==> config.mk <==
export PLATFORM = sky130hd
export DESIGN_NAME = timed_task_slot_scheduler_core
export DESIGN_NICKNAME = d
export VERILOG_FILES = /design/src/hw/rtl/ttss_pkg.sv /design/src/hw/rtl/timed_task_slot_scheduler_core.sv
export SDC_FILE = /design/constraint.sdc
export NUM_CORES = 2
export LEC_CHECK = 0
export BUFFER_PORTS_ARGS = -buffer_cell sky130_fd_sc_hd__clkbuf_2
export CORE_UTILIZATION = 62
export CTS_CLUSTER_DIAMETER = 30
export DETAILED_ROUTE_END_ITERATION = 8
export PLACE_DENSITY = 0.78
export SYNTH_ARGS = -nofsm -noshare
export SYNTH_HDL_FRONTEND = slang
export SYNTH_SLANG_ARGS = --single-unit
==> constraint.sdc <==
create_clock -name clk -period 11.1 [get_ports clk]
set_input_delay 2.22 -clock clk [delete_from_list [all_inputs] [get_ports clk]]
set_output_delay 2.22 -clock clk [all_outputs]
set_load 0.02 [all_outputs]
==> src/hw/rtl/ttss_pkg.sv <==
`timescale 1ns / 1ps
// ----------------------------------------------------------------------------
// ttss_pkg
// Shared types and constants for the timer slot scheduler.
// ----------------------------------------------------------------------------
package ttss_pkg;

  localparam int SLOTS_DEFAULT = 16;
  localparam int TIME_W = 48;
  localparam int SEQ_W = 32;
  localparam int DLY_W = 24;

  typedef enum logic [1:0] {
    MODE_ADD_ONCE = 2'd0,
    MODE_ADD_REP  = 2'd1,
    MODE_REMOVE   = 2'd2,
    MODE_TICK     = 2'd3
  } mode_t;

  typedef enum logic [2:0] {
    KIND_ADDED    = 3'd0,
    KIND_FULL     = 3'd1,
    KIND_REMOVED  = 3'd2,
    KIND_NOTFOUND = 3'd3,
    KIND_FIRED    = 3'd4,
    KIND_IDLE     = 3'd5
  } kind_t;

  typedef enum logic [2:0] {
    ST_IDLE,
    ST_SCAN,
    ST_SCAN_WAIT,
    ST_FIRE_RD,
    ST_FIRE_WR,
    ST_DONE
  } state_t;

endpackage

==> src/hw/rtl/timed_task_slot_scheduler_core.sv <==
`timescale 1ns / 1ps
// ----------------------------------------------------------------------------
// timed_task_slot_scheduler_core
// Timer slot table with one-shot and periodic slots.
// ----------------------------------------------------------------------------
// Usage: drive mode/delay/period/handle with start high while busy is low.
// Add and remove items give one result in the cycle after they are accepted
// (busy is high while it shows). A tick item scans the usable slots
// (U = min(SLOTS,16)) through the deadline/sequence memory, one read per
// cycle, to find the earliest due slot, then fires it with a read and a
// write-back. Each fired slot takes a scan pass, the wait state and the
// fire states FIRE_RD and FIRE_WR; a closing pass finds nothing more.
// A tick keeps busy high through its closing pass; an idle tick then gives
// one KIND_IDLE result. Every result appears on kind/slot/repeats/
// last for exactly one cycle with strobe high; last marks the final result
// of an item. The receiver cannot stall: results are never held.
// Reset clears the valid and repeat flags, the time and the sequence count;
// slot memories are not cleared and their contents are used only for
// valid slots.
// ----------------------------------------------------------------------------
module timed_task_slot_scheduler_core #(
  parameter int SLOTS = ttss_pkg::SLOTS_DEFAULT
) (
  input  logic        clk,
  input  logic        rst,
  input  logic        start,
  output logic        busy,
  input  logic [1:0]  mode,
  input  logic [23:0] delay,
  input  logic [23:0] period,
  input  logic [3:0]  handle,
  output logic        strobe,
  output logic [2:0]  kind,
  output logic [3:0]  slot,
  output logic        repeats,
  output logic        last
);

  localparam int USABLE = (SLOTS < 16) ? SLOTS : 16;
  localparam int IW = (SLOTS > 1) ? $clog2(SLOTS) : 1;
  localparam int UW = $clog2(USABLE + 1);
  localparam int TW = ttss_pkg::TIME_W;
  localparam int SW = ttss_pkg::SEQ_W;
  localparam int DW = ttss_pkg::DLY_W;

  // key memory: deadline + sequence; period memory separate
  logic [TW+SW-1:0] key_mem [SLOTS];
  logic [DW-1:0]    per_mem [SLOTS];
  logic [TW+SW-1:0] key_rd;
  logic [DW-1:0]    per_rd;
  logic             key_we;
  logic [IW-1:0]    key_wa, key_ra;
  logic [TW+SW-1:0] key_wd;
  logic             per_we;
  logic [DW-1:0]    per_wd;

  logic [SLOTS-1:0] valid, rep, due;
  logic [TW-1:0]    now;
  logic [SW-1:0]    seq;

  ttss_pkg::state_t state, state_next;
  logic [UW-1:0]    idx;
  logic [IW-1:0]    rd_idx;
  logic             have_best, fired_any;
  logic [IW-1:0]    best;
  logic [TW+SW-1:0] best_key;

  logic             accept;
  logic [IW-1:0]    free_idx;
  logic             free_found;
  logic             hnd_ok;

  assign accept = start && !busy;
  assign busy = (state != ttss_pkg::ST_IDLE) || strobe;

  always_comb begin
    free_found = 1'b0;
    free_idx = '0;
    for (int i = USABLE - 1; i >= 0; i--) begin
      if (!valid[i]) begin
        free_found = 1'b1;
        free_idx = IW'(i);
      end
    end
  end

  assign hnd_ok = (32'(handle) < USABLE) && valid[IW'(handle)];

  always_ff @(posedge clk) begin
    if (key_we) key_mem[key_wa] <= key_wd;
    if (per_we) per_mem[key_wa] <= per_wd;
    key_rd <= key_mem[key_ra];
    per_rd <= per_mem[key_ra];
  end

  always_comb begin
    state_next = state;
    case (state)
      ttss_pkg::ST_IDLE:
        if (accept && mode == ttss_pkg::MODE_TICK) state_next = ttss_pkg::ST_SCAN;
      ttss_pkg::ST_SCAN:
        if (idx == UW'(USABLE)) state_next = ttss_pkg::ST_SCAN_WAIT;
      ttss_pkg::ST_SCAN_WAIT:
        state_next = have_best ? ttss_pkg::ST_FIRE_RD : ttss_pkg::ST_DONE;
      ttss_pkg::ST_FIRE_RD: state_next = ttss_pkg::ST_FIRE_WR;
      ttss_pkg::ST_FIRE_WR: state_next = ttss_pkg::ST_SCAN;
      ttss_pkg::ST_DONE:    state_next = ttss_pkg::ST_IDLE;
      default:              state_next = ttss_pkg::ST_IDLE;
    endcase
  end

  // memory port control
  always_comb begin
    key_ra = IW'(idx);
    if (state == ttss_pkg::ST_FIRE_RD) key_ra = best;
    key_we = 1'b0;
    per_we = 1'b0;
    key_wa = best;
    key_wd = {now + TW'(per_rd), seq};
    per_wd = period;
    if (state == ttss_pkg::ST_IDLE && accept && !mode[1] && free_found) begin
      key_we = 1'b1;
      per_we = 1'b1;
      key_wa = free_idx;
      key_wd = {now + TW'(delay), seq};
    end else if (state == ttss_pkg::ST_FIRE_WR && rep[best]) begin
      key_we = 1'b1;
    end
  end

  // a slot read in the previous cycle is compared here
  logic              cmp_ok;
  logic              cmp_less;
  always_comb begin
    cmp_ok = (state == ttss_pkg::ST_SCAN) && idx != '0 && due[rd_idx];
    cmp_less = !have_best || (key_rd < best_key);
  end

  always_ff @(posedge clk) begin
    if (rst) begin
      state <= ttss_pkg::ST_IDLE;
      valid <= '0;
      rep <= '0;
      due <= '0;
      now <= '0;
      seq <= '0;
      strobe <= 1'b0;
      idx <= '0;
      have_best <= 1'b0;
      fired_any <= 1'b0;
    end else begin
      state <= state_next;
      strobe <= (state == ttss_pkg::ST_IDLE && accept && mode != ttss_pkg::MODE_TICK)
                || (state == ttss_pkg::ST_FIRE_WR)
                || (state == ttss_pkg::ST_DONE && !fired_any);
      case (state)
        ttss_pkg::ST_IDLE: begin
          idx <= '0;
          have_best <= 1'b0;
          fired_any <= 1'b0;
          if (accept) begin
            case (mode)
              ttss_pkg::MODE_ADD_ONCE, ttss_pkg::MODE_ADD_REP: begin
                last <= 1'b1;
                repeats <= 1'b0;
                if (free_found) begin
                  valid[free_idx] <= 1'b1;
                  rep[free_idx] <= mode[0];
                  seq <= seq + 1'b1;
                  kind <= ttss_pkg::KIND_ADDED;
                  slot <= 4'(free_idx);
                end else begin
                  kind <= ttss_pkg::KIND_FULL;
                  slot <= '0;
                end
              end
              ttss_pkg::MODE_REMOVE: begin
                last <= 1'b1;
                repeats <= 1'b0;
                slot <= handle;
                if (hnd_ok) begin
                  valid[IW'(handle)] <= 1'b0;
                  rep[IW'(handle)] <= 1'b0;
                  kind <= ttss_pkg::KIND_REMOVED;
                end else begin
                  kind <= ttss_pkg::KIND_NOTFOUND;
                end
              end
              default: begin
                now <= now + 1'b1;
                due <= valid;  // refined by deadline during first scan
              end
            endcase
          end
        end
        ttss_pkg::ST_SCAN, ttss_pkg::ST_SCAN_WAIT: begin
          if (state == ttss_pkg::ST_SCAN) begin
            rd_idx <= IW'(idx);
            if (idx != UW'(USABLE)) idx <= idx + 1'b1;
          end
          if (cmp_ok) begin
            if (fired_any == 1'b0 && key_rd[TW+SW-1:SW] > now) begin
              due[rd_idx] <= 1'b0;
            end else if (cmp_less) begin
              have_best <= 1'b1;
              best <= rd_idx;
              best_key <= key_rd;
            end
          end
        end
        ttss_pkg::ST_FIRE_RD: ;
        ttss_pkg::ST_FIRE_WR: begin
          kind <= ttss_pkg::KIND_FIRED;
          slot <= 4'(best);
          repeats <= rep[best];
          // last fired result: no due slot remains after the write-back
          last <= ((due & ~(SLOTS'(1) << best)) == '0);
          due[best] <= 1'b0;
          fired_any <= 1'b1;
          if (rep[best]) seq <= seq + 1'b1;
          else valid[best] <= 1'b0;
          idx <= '0;
          have_best <= 1'b0;
        end
        ttss_pkg::ST_DONE: begin
          if (!fired_any) begin
            kind <= ttss_pkg::KIND_IDLE;
            slot <= '0;
            repeats <= 1'b0;
            last <= 1'b1;
          end
        end
        default: ;
      endcase
    end
  end

`ifndef SYNTHESIS
  a_strobe_busy: assert property (@(posedge clk) disable iff (rst)
    strobe |-> busy) else $error("result without busy");
  a_one_item: assert property (@(posedge clk) disable iff (rst)
    (state != ttss_pkg::ST_IDLE) |-> !accept) else $error("item taken while working");
  a_fire_valid: assert property (@(posedge clk) disable iff (rst)
    (state == ttss_pkg::ST_FIRE_WR) |-> valid[best]) else $error("fired free slot");
  a_idle_last: assert property (@(posedge clk) disable iff (rst)
    (strobe && kind == ttss_pkg::KIND_IDLE) |-> last) else $error("idle not last");
`endif

endmodule
==> results.txt <==
Post-DR vias/cell: 6.41
Crit path cell chain: clkbuf_2, nor3_1, nand2b_1, nand2_1, nand2_1, ha_1, fa_1, a211oi_1, nor2_1, o41ai_1, o22ai_1, a221o_1, a311o_1, a41o_1, xnor2_1
Reg2reg start: valid[0]
Tcrit/Tclk final: 74.4%
YS warnings: 0
Routed wire length: 226,000 microns
Crit-path max FO: 37
Drt first pass iters: 8
Distinct cell type count after synthesis: 82
Final Hold Viols: 0
CTS resizes: 0
Max Transition Viols Final: 0
CTS Root Cell: clkbuf_16
RSZ-0062 raised after global routing: false
Top delay family on crit path: compound AO/OA/AOI/OAI gates
Detail Placement HPWL: 118,000 microns
Core area: 132,000 sq um
Initial antenna violation count: 8
Largest net degree at the start of global routing: 197
Clock Skews: 0.0650 ns
Synth Area per Inst: 12.2 sq um
Pint: 15.6 mW
Seq/Total Area, Yosys: 69.6%
Pwr/cell area: 203 nW/um^2
Synth top area share: 63.7%
CP endpoint kind: register
Die Ht: 368 microns
Worst-path cell with the longest stage delay: xnor2_1
Most used DFF post-synth: edfxtp_1
Clk slew on worst S/H paths: 0.05 ns
Vias after detailed routing: 57,500
Mapped Area: 83,000 sq um
Skew-Pair Late Insertion Delay: 0.96 ns
Actual slew at the worst max-slew pin: 1.45 ns
Post-CTS Repair Setup Buffers: 0
Critical Path Source: mode[1]
Top cells by area, synth: edfxtp_1 64%, nand2_1 8.6%, dfxtp_1 5.9%
Hold_ws: 0.439 ns
TritonCTS sink count: 2,004
Iter 0 DRT Violations: 7,188
Initial core utilization: 62.8%
Switching Share: 21.0%
GRT overflow: 0
Hold path endpoint: best_key[27]
Sw power: 4.15 mW
Worst hold path class: reg2reg
Inserted Clock Buffers: 367
CP required: 11.64 ns
Flop pwr share: 41.8%
Gpl congestion: 0.980
# IOs: 68
DR WL/cell: 25.2 microns
Hold-fix buffers, CTS: 0
Setup CP Type: in2reg
Setup-failing EPs final: 0
Reg-to-Reg End: key_mem[12][58]
Commonest cells post-synth: 1,892 x nand2_1, 1,761 x edfxtp_1, 489 x nand3_1, 333 x clkbuf_1, 323 x a311oi_1
Max_cap viols: 0
First-pass GRT wire length: 338,000 microns
Htree depth: 5
Syn nets: 7,030
Status: finished, final reports clean
Register-to-register setup slack: 3.31 ns
Asr flop ratio synth: 0%
Chip width: 368 microns
Row count: 133
Min-delay src: key_rd[27]
Post-synth top area cell: edfxtp_1
Most used cell, CP: nand2_1
Vias in the first global route: 56,900
Post-DRT Antenna Nets: 0
Leak Pwr: 35.2 nW
Final Critical Period: 8.26 ns
Post-Synthesis Cells: 6,817
Worst r2r path cells: 14
Largest stage delay, worst path: 1.14 ns
Synthesized flop and latch total: 2,004
Slew Limit Headroom: 2.56%
CTS tree: done
CP startpoint kind: input pin
Total GRT Usage: 33.0%
F_max: 121 MHz
Cell count along the critical path: 15
Die area: 135,000 sq um
CTS max path bufs: 4
Layout cell share with drive strength beyond 1: 11.8%
TNS Setup: 0 ns
# port buffers: 67
DRC Markers: 0
Worst Path Buf+Inv: 1
Peak supply drop: 0.000194 V
Area Growth Syn to Fin: 17.3%
CP arrival: 8.80 ns
Logic pwr share: 2.1%
Most frequent cell after synthesis: nand2_1
Hold path depth: 0
Clock network fraction of design power: 56.1%
Final nets: 7,138
Post-synth EDFFs: 1,761
## layer usage
| layer | up-vias | GRT usage, % | routed length (microns) |
|---|---|---|---|
| li1 | 25200 | - | - |
| met1 | 28100 | 43.3 | 83900 |
| met2 | 3499 | 52.5 | 107000 |
| met3 | 684 | 7.30 | 23800 |
| met4 | 8 | 16.2 | 10900 |
| met5 | - | 0 | 43 |
## power groups by stage
| stage | sequential (mW) | combinational [mW] | clock [mW] |
|---|---|---|---|
| after detailed placement | 8.41 | 0.399 | 0 |
| final | 8.27 | 0.415 | 11.1 |
| after global placement | 8.41 | 0.390 | 0 |
| after CTS | 8.27 | 0.406 | 11.2 |
| after floorplan | 8.39 | 0.248 | 0 |
| after global routing | 8.26 | 0.445 | 11.5 |
## cell usage in the layout, fill, tap and decap left out, types with 155 or more instances in the layout
master / netlist / final
nand2_1: 1892 / 1892
edfxtp_1: 1761 / 1761
nand3_1: 489 / 489
clkbuf_16: 0 / 378
a311oi_1: 323 / 323
dfxtp_1: 243 / 243
and3_1: 228 / 228
a21oi_1: 205 / 205
nor2_1: 225 / 193
inv_1: 155 / 155
ha_1: 155 / 155
## through the flow
step | util (%) | instance area, sq um | worst slack [ns] | total power, mW | instances
global route | 73.7 | 97400 | 2.60 | 20.2 | 8970
CTS | 73.7 | 97400 | 3.14 | 19.8 | 8969
detailed placement | 64.3 | 85000 | 2.26 | 8.81 | 8311
finish | 73.7 | 97400 | 2.84 | 19.8 | 8972
global placement | 64.3 | 85000 | 2.32 | 8.80 | 8311
floorplan | - | 83000 | 1.19 | 8.64 | 6817
## area by class of cell
cell class / count / area (sq um)
Clock buffer: 427 / 9840
Inverter: 156 / 586
Sequential cell: 2004 / 57700
Antenna cell: 3 / 7.51
Tap cell: 1755 / 2200
Fill cell: 7874 / 34800
Timing Repair Buffer: 159 / 1170
Multi-Input combinational cell: 4237 / 23300
Clock inverter: 231 / 2540
## worst max-delay path by stage
stage,to,slack (ns)
finish,key_mem[12][58],2.84
global route,key_mem[1][58],2.60
CTS,key_mem[6][58],3.14
detailed placement,key_mem[9][58],2.26
global placement,key_mem[9][58],2.32
floorplan,best[0],1.19
## state kept, by name, summed over array words and instances (netlist names), 3 cells and up
name / count
key_mem: 1280
per_mem: 384
best_key: 80
key_rd: 80
now: 48
seq: 32
per_rd: 24
due: 16
rep: 16
valid: 16
idx: 5
best: 4
rd_idx: 4
slot: 4
kind: 3
state: 3
## cells by family after synthesis
kind of cell	Yosys count	share of synthesized area, %
compound gates	894	7.66
buf+inv	576	2.73
flops	2004	69.6
xor+xnor	123	1.30
simple gates	3035	15.8
mux	29	0.567
fa+ha+maj	156	2.36
Power figures use the tool's default switching activity.
